===== config.mk =====
export PLATFORM = sky130hd
export DESIGN_NAME = button_debounce_long_press_top
export DESIGN_NICKNAME = d
export VERILOG_FILES = /design/src/rtl/core/bdlp_pkg.sv /design/src/rtl/core/bdlp_cfg_regs.sv /design/src/rtl/core/bdlp_btn_bank.sv /design/src/rtl/core/bdlp_event_eval.sv /design/src/rtl/core/button_debounce_long_press_top.sv
export SDC_FILE = /design/constraint.sdc
export NUM_CORES = 1
export LEC_CHECK = 0
export BUFFER_PORTS_ARGS = -buffer_cell sky130_fd_sc_hd__buf_4
export CAP_MARGIN = 20
export CORE_MARGIN = 2
export CORE_UTILIZATION = 41
export CTS_CLUSTER_SIZE = 30
export DETAILED_ROUTE_END_ITERATION = 8
export SLEW_MARGIN = 20
export SYNTH_ARGS = -nofsm -noshare
export SYNTH_HDL_FRONTEND = slang
export SYNTH_SLANG_ARGS = --single-unit

===== constraint.sdc =====
create_clock -name clk -period 7.55 [get_ports clk]
set_input_delay 1.1325 -clock clk [delete_from_list [all_inputs] [get_ports clk]]
set_output_delay 1.1325 -clock clk [all_outputs]
set_load 0.02 [all_outputs]

===== src/rtl/core/bdlp_pkg.sv =====
// Package: shared types and constants for the button debounce / long-press block.
`default_nettype none

package bdlp_pkg;

	localparam int TIME_W    = 32;
	localparam int CFG_W     = 16;
	localparam int IDX_IN_W  = 3;
	localparam int CFG_IDX_W = 2;

	// Event codes reported per sample
	typedef enum logic [2:0] {
		EV_NONE     = 3'd0,
		EV_PRESSED  = 3'd1,
		EV_RELEASED = 3'd2,
		EV_LONG     = 3'd3,
		EV_REPEAT   = 3'd4
	} event_t;

	// Configuration register indexes
	typedef enum logic [CFG_IDX_W-1:0] {
		CFG_DEBOUNCE   = 2'd0,
		CFG_LONG_PRESS = 2'd1,
		CFG_REPEAT     = 2'd2
	} cfg_idx_t;

	localparam logic [CFG_W-1:0] DEBOUNCE_RST   = 16'd50;
	localparam logic [CFG_W-1:0] LONG_PRESS_RST = 16'd1000;
	localparam logic [CFG_W-1:0] REPEAT_RST     = 16'd200;

	typedef struct packed {
		logic [CFG_W-1:0] debounce_ms;
		logic [CFG_W-1:0] long_press_ms;
		logic [CFG_W-1:0] repeat_ms;
	} cfg_t;

	// Per-button record
	typedef struct packed {
		logic              stable_level;
		logic [TIME_W-1:0] change_time;
		logic [TIME_W-1:0] repeat_time;
		event_t            held_event;
		logic              long_seen;
	} btn_rec_t;

	// Result of evaluating one sample against its button record
	typedef struct packed {
		logic     wr_en;
		btn_rec_t rec;
		event_t   ev;
	} eval_res_t;

endpackage

`default_nettype wire


===== src/rtl/core/bdlp_cfg_regs.sv =====
// Configuration registers: debounce, long-press and repeat times.
`default_nettype none

module bdlp_cfg_regs
	import bdlp_pkg::*;
(
	input  wire logic                 clk,
	input  wire logic                 arst_n,
	input  wire logic                 wr_en,
	input  wire logic [CFG_IDX_W-1:0] wr_index,
	input  wire logic [CFG_W-1:0]     wr_data,
	output cfg_t                      cfg
);

	cfg_t cfg_q;

	// Register writes; indexes beyond the list are dropped
	always_ff @(posedge clk or negedge arst_n) begin
		if (!arst_n) begin
			cfg_q.debounce_ms   <= DEBOUNCE_RST;
			cfg_q.long_press_ms <= LONG_PRESS_RST;
			cfg_q.repeat_ms     <= REPEAT_RST;
		end else if (wr_en) begin
			case (wr_index)
				CFG_DEBOUNCE:   cfg_q.debounce_ms   <= wr_data;
				CFG_LONG_PRESS: cfg_q.long_press_ms <= wr_data;
				CFG_REPEAT:     cfg_q.repeat_ms     <= wr_data;
				default: ;
			endcase
		end
	end

	assign cfg = cfg_q;

endmodule

`default_nettype wire


===== src/rtl/core/bdlp_btn_bank.sv =====
// Per-button record storage: one read port, one write port.
`default_nettype none

module bdlp_btn_bank
	import bdlp_pkg::*;
#(
	parameter int BUTTONS = 4,
	parameter int IDX_W   = 2
) (
	input  wire logic             clk,
	input  wire logic             arst_n,
	input  wire logic [IDX_W-1:0] rd_idx,
	output btn_rec_t              rd_rec,
	input  wire logic             wr_en,
	input  wire logic [IDX_W-1:0] wr_idx,
	input  wire btn_rec_t         wr_rec
);

	btn_rec_t rec_q [BUTTONS];

	// Records clear to zero on reset, updated one at a time
	always_ff @(posedge clk or negedge arst_n) begin
		if (!arst_n) begin
			for (int i = 0; i < BUTTONS; i++) begin
				rec_q[i] <= '0;
			end
		end else if (wr_en) begin
			rec_q[wr_idx] <= wr_rec;
		end
	end

	assign rd_rec = rec_q[rd_idx];

endmodule

`default_nettype wire


===== src/rtl/core/bdlp_event_eval.sv =====
// Event decision for one sample: debounce, edge, long press and repeat.
`default_nettype none

module bdlp_event_eval
	import bdlp_pkg::*;
(
	input  wire btn_rec_t           rec,
	input  wire logic               level,
	input  wire logic [TIME_W-1:0]  now_ms,
	input  wire logic               in_range,
	input  wire cfg_t               cfg,
	output eval_res_t               res
);

	logic [TIME_W-1:0] since_change;
	logic [TIME_W-1:0] since_repeat;
	logic              in_window;
	logic              long_due;
	logic              repeat_due;

	// Wrapping time differences
	assign since_change = now_ms - rec.change_time;
	assign since_repeat = now_ms - rec.repeat_time;
	assign in_window    = since_change < TIME_W'(cfg.debounce_ms);
	assign long_due     = !rec.long_seen && (since_change >= TIME_W'(cfg.long_press_ms));
	assign repeat_due   = rec.long_seen && (since_repeat >= TIME_W'(cfg.repeat_ms));

	always_comb begin
		res.wr_en = 1'b0;
		res.rec   = rec;
		res.ev    = rec.held_event;
		if (!in_range) begin
			res.ev = EV_NONE;
		end else if (in_window) begin
			// inside debounce window: repeat stored event
			res.ev = rec.held_event;
		end else if (level != rec.stable_level) begin
			// accepted level change
			res.wr_en                = 1'b1;
			res.rec.stable_level     = level;
			res.rec.change_time      = now_ms;
			res.rec.long_seen        = 1'b0;
			res.rec.held_event       = level ? EV_PRESSED : EV_RELEASED;
			res.ev                   = res.rec.held_event;
		end else if (level) begin
			if (long_due) begin
				res.wr_en              = 1'b1;
				res.rec.long_seen      = 1'b1;
				res.rec.repeat_time    = now_ms;
				res.rec.held_event     = EV_LONG;
				res.ev                 = EV_LONG;
			end else if (repeat_due) begin
				res.wr_en              = 1'b1;
				res.rec.repeat_time    = now_ms;
				res.rec.held_event     = EV_REPEAT;
				res.ev                 = EV_REPEAT;
			end
		end else begin
			// released and steady
			res.wr_en              = 1'b1;
			res.rec.held_event     = EV_NONE;
			res.ev                 = EV_NONE;
		end
	end

endmodule

`default_nettype wire


===== src/rtl/core/button_debounce_long_press_top.sv =====
// An input transfer loads the input register stage, which feeds the result register that drives out_valid.
// Throughput: one sample per cycle while no result is stalled; the button record is read from the input
// register stage and written back as the result register loads.
// Output stall holds the result register, then the input stage, then in_stall.
// Reset (arst_n low, async) clears all button records and loads the default
// debounce 50, long press 1000 and repeat 200 ms.
`default_nettype none

module button_debounce_long_press_top
	import bdlp_pkg::*;
#(
	parameter int BUTTONS = 4
) (
	input  wire logic                 clk,
	input  wire logic                 arst_n,
	// sample channel
	input  wire logic                 in_valid,
	output logic                      in_stall,
	input  wire logic [IDX_IN_W-1:0]  button_index,
	input  wire logic                 level,
	input  wire logic [TIME_W-1:0]    now_ms,
	// event channel
	output logic                      out_valid,
	input  wire logic                 out_stall,
	output logic [2:0]                event_res,
	// configuration write channel
	input  wire logic                 cfg_valid,
	output logic                      cfg_ready,
	input  wire logic [CFG_IDX_W-1:0] cfg_index,
	input  wire logic [CFG_W-1:0]     cfg_data
);

	localparam int IDX_W = (BUTTONS > 1) ? $clog2(BUTTONS) : 1;

	cfg_t              cfg;
	btn_rec_t          rd_rec;
	eval_res_t         res;

	logic              valid_s1;
	logic [IDX_W-1:0]  idx_s1;
	logic              in_range_s1;
	logic              level_s1;
	logic [TIME_W-1:0] now_s1;

	logic              out_valid_q;
	event_t            event_q;

	logic              in_range;
	logic              out_free;
	logic              adv_s1;
	logic              in_xfer;

	// Handshake control
	assign in_range  = {1'b0, button_index} < (IDX_IN_W + 1)'(BUTTONS);
	assign out_free  = !out_valid_q || !out_stall;
	assign adv_s1    = valid_s1 && out_free;
	assign in_stall  = valid_s1 && !out_free;
	assign in_xfer   = in_valid && !in_stall;
	assign cfg_ready = 1'b1;

	// Input stage valid
	always_ff @(posedge clk or negedge arst_n) begin
		if (!arst_n) begin
			valid_s1 <= 1'b0;
		end else if (in_xfer) begin
			valid_s1 <= 1'b1;
		end else if (adv_s1) begin
			valid_s1 <= 1'b0;
		end
	end

	// Input stage payload
	always_ff @(posedge clk) begin
		if (in_xfer) begin
			idx_s1      <= button_index[IDX_W-1:0];
			in_range_s1 <= in_range;
			level_s1    <= level;
			now_s1      <= now_ms;
		end
	end

	bdlp_cfg_regs u_cfg (
		.clk      (clk),
		.arst_n   (arst_n),
		.wr_en    (cfg_valid && cfg_ready),
		.wr_index (cfg_index),
		.wr_data  (cfg_data),
		.cfg      (cfg)
	);

	bdlp_btn_bank #(
		.BUTTONS (BUTTONS),
		.IDX_W   (IDX_W)
	) u_bank (
		.clk    (clk),
		.arst_n (arst_n),
		.rd_idx (idx_s1),
		.rd_rec (rd_rec),
		.wr_en  (adv_s1 && res.wr_en),
		.wr_idx (idx_s1),
		.wr_rec (res.rec)
	);

	bdlp_event_eval u_eval (
		.rec      (rd_rec),
		.level    (level_s1),
		.now_ms   (now_s1),
		.in_range (in_range_s1),
		.cfg      (cfg),
		.res      (res)
	);

	// Result register valid
	always_ff @(posedge clk or negedge arst_n) begin
		if (!arst_n) begin
			out_valid_q <= 1'b0;
		end else if (adv_s1) begin
			out_valid_q <= 1'b1;
		end else if (!out_stall) begin
			out_valid_q <= 1'b0;
		end
	end

	// Result register payload
	always_ff @(posedge clk) begin
		if (adv_s1) begin
			event_q <= res.ev;
		end
	end

	assign out_valid = out_valid_q;
	assign event_res = event_q;

endmodule

`default_nettype wire


==> metrics.txt, run 1 <==
status complete, no violations; IO Port Bufs 63; number of max-cap violations 0; minimum clock period 7.12 ns; Initial Util 0.415; Area Overhead vs Synth 13.7%; DRC errors left 0; metal3 WL just over 2 mm; Post-DP HPWL slightly below 40 mm; Synth async-reset ratio 0.893; Final GP Congestion between 0.9 and 1; Clk network pwr share 0.261; GRT Overall Usage 0.203; final wirelength 53.5 mm; switching share of power 0.350; TNS Setup 0 ns; flops & latches, synth ~370; top routing layer in use met4; Worst Tran Pin Value 1.03 ns; largest net degree at the start of global routing around 130; io pins 65; final hold vios 0; buffers and inverters on the worst path 4; clock skew roughly 0.025 ns; DR vias around 14000; Reg power frac 0.342; pwr dens ~330 mW/mm^2; crit-path max FO 40; length of routed met2 wiring between 20 and 30 mm; TritonRoute pass-1 iters 5; Period Utilization, post-route 0.944; FP Rows 83; M1 wire length between 20 and 25 mm; Max Fclk between 0.1 and 0.15 GHz; Antenna Nets Post-Route 0; Gate Count Post-Synth approximately 1800; kind of critical path reg -> reg; syn nets 1939; EDFF count, synth 39; layout cells sized above 1 0.341; DR WL/cell 20.9 um; P_sw roughly 0.0028 W; via density per instance 5.62; DR iter-0 viols 946; initial antenna violation count 1; Comb power frac 0.397; Largest stage delay, worst path between 0.7 and 0.8 ns; Avg Cell Area, Syn roughly 12 um^2; Yosys Warn Count 0; top-count cell post-synth mux2_2; ranking of synthesized cells by area dfrtp_1 37%, mux2_2 18%, mux4_2 7.2%, ha_1 6.6%, edfxtp_1 5.5%; Slew HR 0.309; # setup viols final 0; die height 232 um; die width 232 um; Clock Sinks 365; Max clock buf depth 3; Die ar. 0.0539 mm^2; maximum vdd drop about 0.16 mV; clock buffer count from CTS 43; Pint about 0.0052 W; register area share after synthesis 0.438; Post-Synthesis Cell Area 0.0213 mm^2; Synth top area share 0.368; top_reg_cell synth dfrtp_1; critical path required time between 7 and 8 ns; Synth area leader dfrtp_1; Worst path slowest cell edfxtp_1; Slew Limit Fails 0; H-tree levels 2; CP Launch Type flip-flop; Clock transition at path regs 0.05 ns; Hold Path Class reg -> reg; Core Util, Final 0.472; crit-path cells buf_4, mux4_2, inv_1, ha_1, a21oi_1, a21boi_0, buf_4, or3b_2, xor2_1, ha_1, a211oi_1, o22a_1, o221ai_1, nor4_1, o311ai_1, or4_1, or4_4, nor4_4, o21ai_2, nand4b_4, buf_12, mux2_2; CTS tree done; CTS Root Cell clkbuf_16; Core Region around 0.05 mm^2; CP Capture Type flip-flop; Commonest cells post-synth 339 x mux2_2, 314 x dfrtp_1, 127 x inv_1; final-stage net count 2016; unrepaired setup endpoints after global routing false; top cell family by delay on the critical path simple AND/OR/NAND/NOR gates; post-synth cell types 78; clk_lat worst skew approximately 0.57 ns; first-pass GRT wire length about 85 mm; Lkg Pwr 10.9 nW; gr ovfl total 0; vias in the first global route approximately 15000; Worst Path Arrival around 7.6 ns
[state kept, by name, indices dropped and copies added (netlist names)]
register and flops:
event_res 3, level_s1 1, in_range_s1 1, out_valid 1, valid_s1 1, idx_s1 2
u_cfg.cfg 48, u_bank.rec_q 276, now_s1 32
[final cells by class]
class	count	area, um^2
Tap cell	680	851
Clock buffer	66	1340
Antenna cell	1	2.50
Multi-Input combinational cell	1201	11200
Timing Repair Buffer	104	955
Fill cell	4663	27200
Sequential cell	365	9340
Inverter	127	477
Clock inverter	12	96.3
[cell usage in the layout (no fill, tap or decap), drive strengths merged, types with 20 or more instances in the layout]
master / netlist / routed
a21oi: 93 / 93
nand2b: 20 / 20
o21a: 21 / 21
mux2: 371 / 371
o21ai: 77 / 77
clkbuf: 19 / 66
xnor2: 22 / 22
nand2: 98 / 98
mux4: 68 / 68
edfxtp: 39 / 39
ha: 113 / 113
nor3: 23 / 23
dfrtp: 314 / 314
buf: 53 / 104
a21o: 24 / 24
nor2: 52 / 52
inv: 127 / 128
[through the flow]
step	hold WS, ns	cell area [um^2]	total power (W)	cells	worst slack, ns
global placement	0.474	22800	0.00581	2477	0.472
global route	0.502	24200	0.00854	2556	0.130
floorplan	0.457	21300	0.00501	1765	0.313
finish	0.493	24200	0.00800	2556	0.425
detailed placement	0.486	22800	0.00591	2477	0.406
CTS	0.495	24200	0.00806	2555	0.377
[worst reg2reg max path, delay by kind of cell, from the launching register on]
family                   cells  cell delay (ns)
AND/OR/NAND/NOR              6             2.43
multiplexers                 2             0.83
adder cells (fa/ha/maj)      2             0.48
flip-flops                   1             0.73
AO/OA/AOI/OAI                7             1.44
buffers and inverters        4             0.94
XOR/XNOR                     1             0.15
[layer usage]
layer	global-route usage	up-vias
met5	0	-
met4	0.0599	0
met3	0.0298	94
met2	0.332	293
met1	0.279	7317
li1	-	6661
[final timing paths]
| path | startpoint | endpoint | slack [ns] | cells after the start |
|---|---|---|---|---|
| setup / recovery | idx_s1[1] | u_bank.rec_q[191] | 0.43 | 22 |
| hold / removal | valid_s1 | out_valid | 0.49 | 1 |
| setup reg to reg | idx_s1[1] | u_bank.rec_q[191] | 0.43 | 22 |
| hold reg to reg | valid_s1 | out_valid | 0.49 | 1 |
| max in group asynchronous | arst_n | u_bank.rec_q[76] | 5.61 | 2 |
| min in group asynchronous | arst_n | u_bank.rec_q[56] | 0.63 | 1 |
[cells by family after synthesis]
logic type               after synthesis  synth area share
XOR/XNOR                              41            0.0168
AO/OA/AOI/OAI                        309            0.0916
adder cells (fa/ha/maj)              115            0.0681
other                                  1          0.000176
buffers and inverters                199            0.0402
AND/OR/NAND/NOR                      286            0.0677
multiplexers                         449             0.277
flip-flops                           365             0.438
[power by group through the flow]
stage	combinational (W)	clock [W]	sequential, W
after floorplan	0.00235	0	0.00266
after global routing	0.00352	0.00223	0.00279
final	0.00318	0.00209	0.00273
after detailed placement	0.00315	0	0.00276
after CTS	0.00317	0.00215	0.00273
after global placement	0.00308	0	0.00273
[timing repair]
action,CTS,global route
endpoints found under the setup margin,0,9
gates resized for setup,0,1
setup buffers,0,0
hold buffers,0,0
Power figures use the tool's default switching activity.
==> inputs of run 2 (changes only) <==
RECOVER_POWER = 100   (was unset)
==> run 2 against run 1 <==
The flow now finishes with violations (capacitance limit, slew limit). Largest cell class unchanged. Maximum frequency grew 0.67%. Via count increased by 0.13%. Clock-buffer cell count is the same. Critical path depth unchanged. Critical path type unchanged. Die area is the same. Non-clock buffer count unchanged. Clock power hardly changed. First-iteration DRC count is 7.1% higher. Global-route usage is the same. Final cell count unchanged. Critical endpoint is now u_bank.rec_q[158].
==> metrics.txt, run 2 (synthesis results as in run 1) <==
status finished with violations (was complete, no violations); Clock Sinks 365 (unchanged); Largest stage delay, worst path 0.73 ns (about the same); initial antenna violation count 1 (unchanged); DR WL/cell 20.9 um (about the same); Max clock buf depth 3 (unchanged); TNS Setup 0 ns (unchanged); TritonRoute pass-1 iters 5 (unchanged); Worst Path Arrival 7.51 ns (was 7.56 ns); clock buffer count from CTS 43 (unchanged); DRC errors left 0 (unchanged); minimum clock period 7.08 ns (was 7.12 ns); DR iter-0 viols 1013 (was 946); most frequent cells in the layout 337 x mux2_2, 314 x dfrtp_1, 127 x inv_1, 113 x ha_1, 98 x nand2_1 (was 339 x mux2_2, 314 x dfrtp_1, 127 x inv_1, 113 x ha_1, 98 x nand2_1); kind of critical path reg -> reg (unchanged); filler cell count 4700 (was 4663); number of max-cap violations 2 (was 0); H-tree levels 2 (unchanged); clock skew 0.0267 ns (was 0.0246 ns); fin worst setup slack 0.473 ns (was 0.425 ns); finished layout cell area 0.0241 mm^2 (was 0.0242 mm^2); Setup Buffers After CTS 0 (unchanged); failing checks capacitance limit, slew limit; vias in the first global route 15115 (unchanged); io pins 65 (unchanged); Worst Tran Pin Value 5.61 ns (was 1.03 ns); Initial Util 0.415 (unchanged); maximum vdd drop 0.165 mV (was 0.164 mV); Area Overhead vs Synth 13.0% (was 13.7%); first-pass GRT wire length 85.1 mm (unchanged); critical path required time 7.99 ns (was 7.98 ns); DR vias 14384 (was 14365); clk_lat worst skew 0.58 ns (was 0.57 ns); FP Rows 83 (unchanged); Final GP Congestion 0.917 (unchanged); gr ovfl total 0 (unchanged); Clock transition at path regs 0.06 ns (was 0.05 ns); CTS tree done (unchanged); die height 232 um (unchanged); die width 232 um (unchanged); Slew HR -2.74 (was 0.309); max reg flops 276 (unchanged); Slew Limit Fails 152 (was 0); most common cell after layout, fill and taps aside mux2_2 (unchanged); IO Port Bufs 63 (unchanged); crit-path max FO 29 (was 40); CP Capture Type flip-flop (unchanged); Core Region 0.0514 mm^2 (unchanged); Post-DP HPWL 38.6 mm (unchanged); crit-path cells buf_4, mux4_2, inv_1, ha_1, a21oi_1, a21boi_0, buf_4, or3b_2, xor2_1, ha_1, a211oi_1, o22a_1, o221ai_1, nor4_1, o311ai_0, or4_1, or4_4, nor4_4, o21ai_2, nand4b_4, buf_6, mux2_2 (was buf_4, mux4_2, inv_1, ha_1, a21oi_1, a21boi_0, buf_4, or3b_2, xor2_1, ha_1, a211oi_1, o22a_1, o221ai_1, nor4_1, o311ai_1, or4_1, or4_4, nor4_4, o21ai_2, nand4b_4, buf_12, mux2_2); pwr dens 330 mW/mm^2 (about the same); Worst path slowest cell edfxtp_1 (unchanged); Reg with most FFs u_bank.rec_q (unchanged); # setup viols final 0 (unchanged); Period Utilization, post-route 0.937 (was 0.944); Hold Path Class reg -> reg (unchanged); via density per instance 5.63 (was 5.62); CTS Root Cell clkbuf_16 (unchanged); unrepaired setup endpoints after global routing false (unchanged); CP Launch Type flip-flop (unchanged); Die ar. 0.0539 mm^2 (unchanged); Max Fclk 0.141 GHz (was 0.140 GHz); final hold vios 0 (unchanged); GRT Overall Usage 0.203 (unchanged); final wirelength 53.3 mm (was 53.5 mm); Core Util, Final 0.469 (was 0.472); largest net degree at the start of global routing 134 (unchanged); layout cells sized above 1 0.324 (was 0.341); final-stage net count 2016 (unchanged); Lkg Pwr 10.9 nW (about the same); pre-CTS WS 0.406 ns (unchanged); Antenna Nets Post-Route 0 (unchanged); area post-placement 0.0228 mm^2 (unchanged)
[run 2: critical path: cells and delay by family, from the launching register on]
kind                       cells  cell delay [ns]
and+or+nand+nor                6             2.35
AOI/OAI and AO/OA              7             1.46
buffers and inverters          4             0.98
muxes                          2             0.76
DFF                            1             0.73
adders and majority gates      2             0.48
xor gates and xnor gates       1             0.15
[run 2: final cells by class]
class,count,area (um^2),share of cell area
Tap cell,680,851,0.0353
Sequential cell,365,9340,0.388
Multi-Input combinational cell,1201,11100,0.461
Clock inverter,12,96.3,0.00400
Inverter,127,477,0.0198
Clock buffer,66,1340,0.0555
Timing Repair Buffer,104,900,0.0373
Antenna cell,1,2.50,0.000104
[run 2: final timing paths]
check / start / end / slack (ns) / depth (start not counted)
worst max-delay path: idx_s1[1] / u_bank.rec_q[158] / 0.47 / 22
worst min-delay path: valid_s1 / out_valid / 0.49 / 1
worst max register to register: idx_s1[1] / u_bank.rec_q[158] / 0.47 / 22
worst min register to register: valid_s1 / out_valid / 0.49 / 1
max in group asynchronous: arst_n / u_bank.rec_q[213] / 1.48 / 1
min in group asynchronous: arst_n / u_bank.rec_q[56] / 2.88 / 1
[run 2: report_power, final]
part           switching (W)  internal (W)
sequential          0.000251       0.00249
combinational        0.00171       0.00144
clock               0.000833       0.00126
total                0.00279       0.00518
[run 2: routing by layer]
layer	share of wire	global-route usage
met1	0.46	0.279
met2	0.47	0.332
met3	0.044	0.0298
met4	0.026	0.0599
met5	0	0
[run 2: what timing repair did]
item,in CTS,in global routing
gates resized for setup,0,1
hold buffers,0,0
setup endpoints to repair,0,9
[run 2: through the flow]
step           hold slack [ns]  total power (W)  cells
2_1_floorplan            0.457          0.00501   1765
3_3_place_gp             0.474          0.00581   2477
3_5_place_dp             0.486          0.00591   2477
4_1_cts                  0.495          0.00806   2555
5_1_grt                  0.502          0.00851   2556
6_report                 0.493          0.00797   2556
